[src/rtl/core/int64_to_text_top_assert.svh]
// Assertion macros shared by the converter RTL.
`ifndef INT64_TO_TEXT_TOP_ASSERT_SVH
`define INT64_TO_TEXT_TOP_ASSERT_SVH

// Same-cycle implication, sampled on clk and disabled while arst_n is low.
`define I2T_ASSERT_SAME(label, ante, cons, msg) \
	label: assert property (@(posedge clk) disable iff (!arst_n) (ante) |-> (cons)) \
		else $error(msg);

// Next-cycle implication, sampled on clk and disabled while arst_n is low.
`define I2T_ASSERT_NEXT(label, ante, cons, msg) \
	label: assert property (@(posedge clk) disable iff (!arst_n) (ante) |=> (cons)) \
		else $error(msg);

`endif

[src/rtl/core/i2t_pkg.sv]
// Types, constants and helpers shared by the integer-to-text converter.
package i2t_pkg;

	localparam int I2T_VALUE_BITS_DEF = 64;

	// Input tdata layout, lowest bit first.
	localparam int IN_TDATA_W = 72;
	localparam int IN_VALUE_W = 64;
	localparam int IN_RADIX_LSB = 64;
	localparam int IN_RADIX_W = 5;
	localparam int IN_SIGNED_BIT = 69;

	localparam logic [IN_RADIX_W-1:0] RADIX_DEC = 5'd10;
	localparam logic [IN_RADIX_W-1:0] RADIX_HEX = 5'd16;

	localparam logic [7:0] CH_ZERO = 8'h30;
	localparam logic [7:0] CH_LOWER_A = 8'h61;
	localparam logic [7:0] CH_MINUS = 8'h2d;
	localparam logic [7:0] CH_X = 8'h78;
	localparam logic [7:0] CH_NONE = 8'h00;

	typedef enum logic [2:0] {
		DU_HOLD,
		DU_LOAD_DEC,
		DU_LOAD_HEX,
		DU_DABBLE,
		DU_SHIFT
	} du_cmd_t;

	typedef enum logic [2:0] {
		ST_IDLE,
		ST_CONV,
		ST_NORM,
		ST_PREFIX,
		ST_DIGIT,
		ST_BAD
	} state_t;

	function automatic logic [7:0] digit_char(input logic [3:0] d);
		if (d < 4'd10) begin
			return {4'b0000, d} + CH_ZERO;
		end else begin
			return {4'b0000, d - 4'd10} + CH_LOWER_A;
		end
	endfunction

endpackage

[src/rtl/core/int64_to_text_top.sv]
// Top level of the integer-to-text converter: sequencer, prefix logic and output register.
//
// Usage: one transfer on the s_ channel carries a value, a radix and a signed flag.
// The block answers with the ASCII text of the value on the m_ channel, one
// character per transfer, most significant first, with m_tlast on the final one.
// Radix 16 gives "0x" and lowercase digits; radix 10 gives decimal digits, with a
// leading '-' for a negative value when the signed flag is set. Any other radix
// with a nonzero value gives one transfer with m_tuser (invalid) set and data zero.
// Timing: s_tready is high only while the block is idle. A decimal item first runs
// through the shift-and-add-3 loop of the digit unit, then drops leading zero
// digits, then sends one character per cycle while the receiver is ready.
// A hex item skips the conversion loop.
// A stalled receiver holds the output register, and the sequencer waits with it.
// Reset clears the sequencer and the output valid; no item is in flight after it.
`include "int64_to_text_top_assert.svh"

module int64_to_text_top
	import i2t_pkg::*;
#(
	parameter int VALUE_BITS = I2T_VALUE_BITS_DEF
) (
	input  logic                  clk,
	input  logic                  arst_n,
	input  logic                  s_tvalid,
	output logic                  s_tready,
	input  logic [IN_TDATA_W-1:0] s_tdata,   // value[63:0], radix[68:64], is_signed[69], zero pad
	output logic                  m_tvalid,
	input  logic                  m_tready,
	output logic [7:0]            m_tdata,   // character[7:0]
	output logic                  m_tlast,
	output logic                  m_tuser    // invalid
);

	localparam int NDIG = (VALUE_BITS * 30103) / 100000 + 1;
	localparam int DCW = $clog2(NDIG + 1);
	localparam int BCW = $clog2(VALUE_BITS);

	state_t state_q, state_d;
	logic [15:0]     pre_q, pre_d;
	logic [1:0]      pre_cnt_q, pre_cnt_d;
	logic [BCW-1:0]  bit_cnt_q, bit_cnt_d;
	logic [DCW-1:0]  dig_cnt_q, dig_cnt_d;

	logic            out_valid_q;
	logic [7:0]      out_char_q;
	logic            out_last_q;
	logic            out_inv_q;
	logic            load_out;
	logic [7:0]      ch_d;
	logic            last_d;
	logic            inv_d;
	logic            slot_free;

	logic [VALUE_BITS-1:0] v;
	logic [VALUE_BITS-1:0] mag;
	logic [IN_RADIX_W-1:0] radix;
	logic                  zero;
	logic                  neg;
	logic                  bad;
	logic                  is_hex;

	du_cmd_t     du_cmd;
	logic [3:0]  top_digit;

	assign v = s_tdata[VALUE_BITS-1:0];
	assign radix = s_tdata[IN_RADIX_LSB +: IN_RADIX_W];
	assign zero = (v == '0);
	assign is_hex = (radix == RADIX_HEX);
	assign bad = !zero && (radix != RADIX_DEC) && !is_hex;
	assign neg = (radix == RADIX_DEC) && s_tdata[IN_SIGNED_BIT] && v[VALUE_BITS-1];
	assign mag = neg ? (~v + VALUE_BITS'(1)) : v;

	assign slot_free = !out_valid_q || m_tready;

	i2t_digit_unit #(
		.VALUE_BITS(VALUE_BITS),
		.NDIG(NDIG)
	) u_digit (
		.clk(clk),
		.cmd(du_cmd),
		.load_val(mag),
		.top_digit(top_digit)
	);

	always_ff @(posedge clk or negedge arst_n) begin
		if (!arst_n) begin
			state_q <= ST_IDLE;
			pre_cnt_q <= '0;
			bit_cnt_q <= '0;
			dig_cnt_q <= '0;
			out_valid_q <= 1'b0;
		end else begin
			state_q <= state_d;
			pre_cnt_q <= pre_cnt_d;
			bit_cnt_q <= bit_cnt_d;
			dig_cnt_q <= dig_cnt_d;
			if (load_out) begin
				out_valid_q <= 1'b1;
			end else if (m_tready) begin
				out_valid_q <= 1'b0;
			end
		end
	end

	always_ff @(posedge clk) begin
		pre_q <= pre_d;
		if (load_out) begin
			out_char_q <= ch_d;
			out_last_q <= last_d;
			out_inv_q <= inv_d;
		end
	end

	always_comb begin
		state_d = state_q;
		pre_d = pre_q;
		pre_cnt_d = pre_cnt_q;
		bit_cnt_d = bit_cnt_q;
		dig_cnt_d = dig_cnt_q;
		du_cmd = DU_HOLD;
		load_out = 1'b0;
		ch_d = CH_NONE;
		last_d = 1'b0;
		inv_d = 1'b0;
		s_tready = 1'b0;
		unique case (state_q)
			ST_IDLE: begin
				s_tready = 1'b1;
				if (s_tvalid) begin
					dig_cnt_d = DCW'(NDIG);
					bit_cnt_d = BCW'(VALUE_BITS - 1);
					if (bad) begin
						state_d = ST_BAD;
					end else if (is_hex) begin
						du_cmd = DU_LOAD_HEX;
						pre_d = {CH_ZERO, CH_X};
						pre_cnt_d = 2'd2;
						state_d = ST_NORM;
					end else begin
						du_cmd = DU_LOAD_DEC;
						pre_d = {CH_MINUS, CH_NONE};
						pre_cnt_d = neg ? 2'd1 : 2'd0;
						state_d = ST_CONV;
					end
				end
			end
			ST_CONV: begin
				du_cmd = DU_DABBLE;
				bit_cnt_d = bit_cnt_q - BCW'(1);
				if (bit_cnt_q == '0) begin
					state_d = ST_NORM;
				end
			end
			ST_NORM: begin
				// Drop leading zero digits but keep at least one.
				if (top_digit == 4'h0 && dig_cnt_q > DCW'(1)) begin
					du_cmd = DU_SHIFT;
					dig_cnt_d = dig_cnt_q - DCW'(1);
				end else if (pre_cnt_q != 2'd0) begin
					state_d = ST_PREFIX;
				end else begin
					state_d = ST_DIGIT;
				end
			end
			ST_PREFIX: begin
				if (slot_free) begin
					load_out = 1'b1;
					ch_d = pre_q[15:8];
					pre_d = {pre_q[7:0], CH_NONE};
					pre_cnt_d = pre_cnt_q - 2'd1;
					if (pre_cnt_q == 2'd1) begin
						state_d = ST_DIGIT;
					end
				end
			end
			ST_DIGIT: begin
				if (slot_free) begin
					load_out = 1'b1;
					ch_d = digit_char(top_digit);
					last_d = (dig_cnt_q == DCW'(1));
					du_cmd = DU_SHIFT;
					dig_cnt_d = dig_cnt_q - DCW'(1);
					if (dig_cnt_q == DCW'(1)) begin
						state_d = ST_IDLE;
					end
				end
			end
			ST_BAD: begin
				if (slot_free) begin
					load_out = 1'b1;
					ch_d = CH_NONE;
					last_d = 1'b1;
					inv_d = 1'b1;
					state_d = ST_IDLE;
				end
			end
			default: begin
				state_d = ST_IDLE;
			end
		endcase
	end

	assign m_tvalid = out_valid_q;
	assign m_tdata = out_char_q;
	assign m_tlast = out_last_q;
	assign m_tuser = out_inv_q;

	`I2T_ASSERT_NEXT(a_busy_after_accept, s_tvalid && s_tready, !s_tready, "ready high right after an accepted item")
	`I2T_ASSERT_SAME(a_invalid_is_last, m_tvalid && m_tuser, m_tlast && (m_tdata == CH_NONE), "invalid transfer is not a lone zero character")
	`I2T_ASSERT_SAME(a_digits_left, state_q == ST_NORM || state_q == ST_DIGIT, dig_cnt_q != '0, "digit count ran out before the last character")
	`I2T_ASSERT_SAME(a_prefix_left, state_q == ST_PREFIX, pre_cnt_q != 2'd0, "prefix state entered with no prefix character")

endmodule

[src/rtl/core/i2t_digit_unit.sv]
// Shared digit register: shift-and-add-3 binary to BCD, hex load and digit shift-out.
module i2t_digit_unit
	import i2t_pkg::*;
#(
	parameter int VALUE_BITS = I2T_VALUE_BITS_DEF,
	parameter int NDIG = (I2T_VALUE_BITS_DEF * 30103) / 100000 + 1
) (
	input  logic                  clk,
	input  du_cmd_t               cmd,
	input  logic [VALUE_BITS-1:0] load_val,
	output logic [3:0]            top_digit
);

	localparam int DW = NDIG * 4;

	logic [VALUE_BITS-1:0] mag_q;
	logic [DW-1:0]         digit_q;
	logic [DW-1:0]         adj;

	// Each BCD digit of 5 or more gets 3 added before the next doubling.
	always_comb begin
		for (int i = 0; i < NDIG; i++) begin
			if (digit_q[i*4 +: 4] >= 4'd5) begin
				adj[i*4 +: 4] = digit_q[i*4 +: 4] + 4'd3;
			end else begin
				adj[i*4 +: 4] = digit_q[i*4 +: 4];
			end
		end
	end

	always_ff @(posedge clk) begin
		unique case (cmd)
			DU_HOLD: begin
			end
			DU_LOAD_DEC: begin
				mag_q <= load_val;
				digit_q <= '0;
			end
			DU_LOAD_HEX: begin
				digit_q <= DW'(load_val);
			end
			DU_DABBLE: begin
				mag_q <= {mag_q[VALUE_BITS-2:0], 1'b0};
				digit_q <= {adj[DW-2:0], mag_q[VALUE_BITS-1]};
			end
			DU_SHIFT: begin
				digit_q <= {digit_q[DW-5:0], 4'h0};
			end
			default: begin
			end
		endcase
	end

	assign top_digit = digit_q[DW-1 -: 4];

endmodule
[config.mk]
export PLATFORM = sky130hd
export DESIGN_NAME = int64_to_text_top
export DESIGN_NICKNAME = d
export VERILOG_FILES = /design/src/rtl/core/i2t_pkg.sv /design/src/rtl/core/int64_to_text_top.sv /design/src/rtl/core/i2t_digit_unit.sv
export VERILOG_INCLUDE_DIRS = /design/src /design/src/rtl/core
export SDC_FILE = /design/constraint.sdc
export NUM_CORES = 1
export LEC_CHECK = 0
export ABC_AREA = 1
export BUFFER_PORTS_ARGS = -buffer_cell sky130_fd_sc_hd__buf_2
export CAP_MARGIN = 20
export CORE_MARGIN = 10
export CORE_UTILIZATION = 50
export CTS_BUF_LIST = sky130_fd_sc_hd__clkbuf_4 sky130_fd_sc_hd__clkbuf_8
export DETAILED_ROUTE_END_ITERATION = 10
export PLACE_DENSITY = 0.68
export SLEW_MARGIN = 5
export SYNTH_ARGS = -nofsm -noshare
export SYNTH_HDL_FRONTEND = slang
export SYNTH_SLANG_ARGS = --single-unit
[constraint.sdc]
create_clock -name clk -period 4.85 [get_ports clk]
set_clock_uncertainty 0.1 [all_clocks]
set_input_delay 0.97 -clock clk [delete_from_list [all_inputs] [get_ports clk]]
set_output_delay 0.97 -clock clk [all_outputs]
set_load 0.01 [all_outputs]
==> impl_metrics.ini <==
[status]
outcome = completed

[finish]
num-fill-cells = 2397
drive_gt1_frac = 0.0972
stdcell_count = 2083
final_area_mm2 = 0.0135
multi_input_area_mm2 = 0.00633
fin_nets = 1871
syn_to_final_growth_pct = 8.87
insertedDiodeCount = 0
seq_area_mm2 = 0.00520

[yosys]
synthTopCellsByCount = nand2_1, nor2_1, inv_1
synthMuxAreaShare = 0
yosysUniqueCellTypes = 42
ys_async_sr_fraction = 0.0966
yosysSeqAreaShare = 0.418
yosys.area.top_type = edfxtp_1
synth_top_area_frac = 0.384
yosys_warnings = 0
synthTopCellsByArea = edfxtp_1, nand2_1, nor2_1
netlist_area_mm2 = 0.0124
synthAdderAreaFrac = 0.0493
synth_xor_area_frac = 0.0437
yosysMostFrequentCell = nand2_1
synthSimpleGateAreaFrac = 0.307
synth_edf_count = 159
netlist_instances = 1677
dominantRegCellSynth = edfxtp_1
yosys_register_bits = 176
postSynthAreaPerCell_um2 = 7.42
synth_top_family_by_area = simple AND/OR/NAND/NOR gates
synth-compound-area-share = 0.107
syn_nets = 1802

[cts]
clkLatencyLatePin_ns = 0.49
cts_buffers = 17
post_cts_resized = 0
cts_tree = yes
root_buffer = clkbuf_8
cts-htree-levels = 4
cts_sinks = 176
postCtsHoldBufs = 0
path_clk_slew_ns = 0.11
cts.path.max_buffers = 2
cts_setup_buffers = 0

[power_and_ir_drop]
power_density_mw_per_mm2 = 559
irDropWorstVdd_uv = 322
power_mw = 7.57
p_leak_nw = 6.06

[floorplan]
die_w_um = 178
fp.coreArea_mm2 = 0.0244
die-area_mm2 = 0.0316
die_h_um = 178
ios = 88
initial_core_util = 0.510
row_count = 57

[grt]
grt_usage = 0.218
grt_antenna_before_repair = 0
grt_overflow = 0
grt_max_degree = 75
grt_pass1_wl_um = 55100
first_global_vias = 10800

[timing]
period_share = 0.659
setup_ws_ns = 1.65
report.final.slew_viol_count = 0
fmax_mhz = 313
finalSetupTns_ns = 0
setup_viol = 0
fin_crit_ns = 3.20
hold_viol = 0
relSlewSlack = 0.344
rsz0062_at_grt = false
tightest_slew_ns = 0.981

[detailed_routing]
drt-pass1-iter-count = 7
vias_per_cell = 5.43
drc = 0
wire_per_inst_um = 16.5
detail-route-antenna-nets = 0
dr.first_iter.drc_count = 1044
num_vias = 11300
drt_wl_total_um = 34400

[setup_path]
arrival_ns = 3.26
critPathKind = in -> reg
endpoint_kind = flop
ff2ff_setup_slack_ns = 1.92
crit_fanout = 43
required_ns = 4.91
start_kind = input port

[flow_run]
maxCapViolations = 0

[placed_design]
place_ws_ns = 1.17
placed_cell_area_mm2 = 0.0131
gp_congestion = 0.990
placed_cells_incl_taps = 2051
place.port_buffers = 84
dp_hpwl_um = 25800

[worst_hold_path]
hold_path.class = in -> async
[critical path: stages]
cell     delay [ns]
buf_2          0.10
inv_1          0.09
ha_1           0.17
nand2_1        0.12
nor2_2         0.23
nand2_1        0.16
nor2_1         0.19
nand2_1        0.14
nand2_1        0.08
nand3_1        0.17
nand2_2        0.48
buf_12         0.31
[power breakdown]
group,total [mW],switching [mW],internal (mW)
clock network,1.05,0.654,0.393
logic,3.35,2.23,1.12
registers,3.18,0.507,2.67
total,7.57,3.39,4.18
[layout by cell type (no fill, tap or decap), types with 2 or more instances in the layout]
cell type / count
a211oi_1: 11
a21o_1: 2
a21oi_1: 68
a22oi_1: 11
a31o_2: 3
buf_12: 2
buf_2: 84
buf_4: 10
clkbuf_8: 17
clkinv_4: 3
clkinv_8: 3
dfrtp_1: 17
edfxtp_1: 159
ha_1: 49
inv_1: 171
inv_2: 8
inv_6: 3
inv_8: 4
nand2_1: 565
nand2_2: 5
nand3_1: 114
nand3_2: 2
nand3b_1: 8
nand4_1: 12
nor2_1: 183
nor2_2: 4
nor2_4: 3
nor3_1: 16
nor3_2: 2
nor3_4: 2
o211ai_1: 9
o21a_1: 9
o21ai_0: 101
o21ai_1: 8
o21ai_2: 3
o22ai_1: 6
o31ai_1: 2
or2_2: 10
xnor2_1: 16
xor2_1: 46
[metal layers]
| layer | wire length, µm | vias to the layer above | global-route usage |
|---|---|---|---|
| li1 | - | 5641 | - |
| met1 | 15300 | 5241 | 0.293 |
| met2 | 16100 | 382 | 0.356 |
| met3 | 2280 | 47 | 0.0331 |
| met4 | 709 | 0 | 0.0646 |
| met5 | 0 | - | 0 |
[cells by family (layout without fill, tap and decap cells)]
kind of cell	count (synthesis)	in the layout
compound gates	236	236
xor+xnor	62	62
fa+ha+maj	49	49
buf+inv	225	307
flops	176	176
other cells	1	1
simple gates	928	928
[layout make-up]
class	instances	area share
Inverter	179	0.0496
Sequential cell	176	0.384
Timing Repair Buffer	96	0.0395
Tap cell	324	0.0299
Clock inverter	15	0.0124
Multi-Input combinational cell	1276	0.467
Clock buffer	17	0.0173
[path summary, 6_finish.rpt]
path | startpoint | end | cells after the start
max | s_tdata[0] | u_digit.mag_q[62] | 12
min | arst_n | bit_cnt_q[5] | 1
max reg2reg | u_digit.digit_q[77] | u_digit.digit_q[66] | 9
min reg2reg | bit_cnt_q[0] | bit_cnt_q[0] | 1
max in group asynchronous | arst_n | pre_cnt_q[1] | 1
min in group clk | bit_cnt_q[0] | bit_cnt_q[0] | 1
[flip-flops by register name, indices dropped and copies added (netlist names)]
name             count
pre_q                6
dig_cnt_q            5
m_tuser              1
bit_cnt_q            6
state_q              3
m_tlast              1
u_digit.mag_q       64
pre_cnt_q            2
m_tvalid             1
u_digit.digit_q     80
m_tdata              7
[through the flow]
step / util / hold WS (ns)
finish: 0.555 / 0.296
global route: 0.555 / 0.305
CTS: 0.555 / 0.293
detailed placement: 0.539 / 0.377
global placement: 0.539 / 0.358
floorplan: - / 0.342
Note: power is estimated with default switching activity, not from simulation.
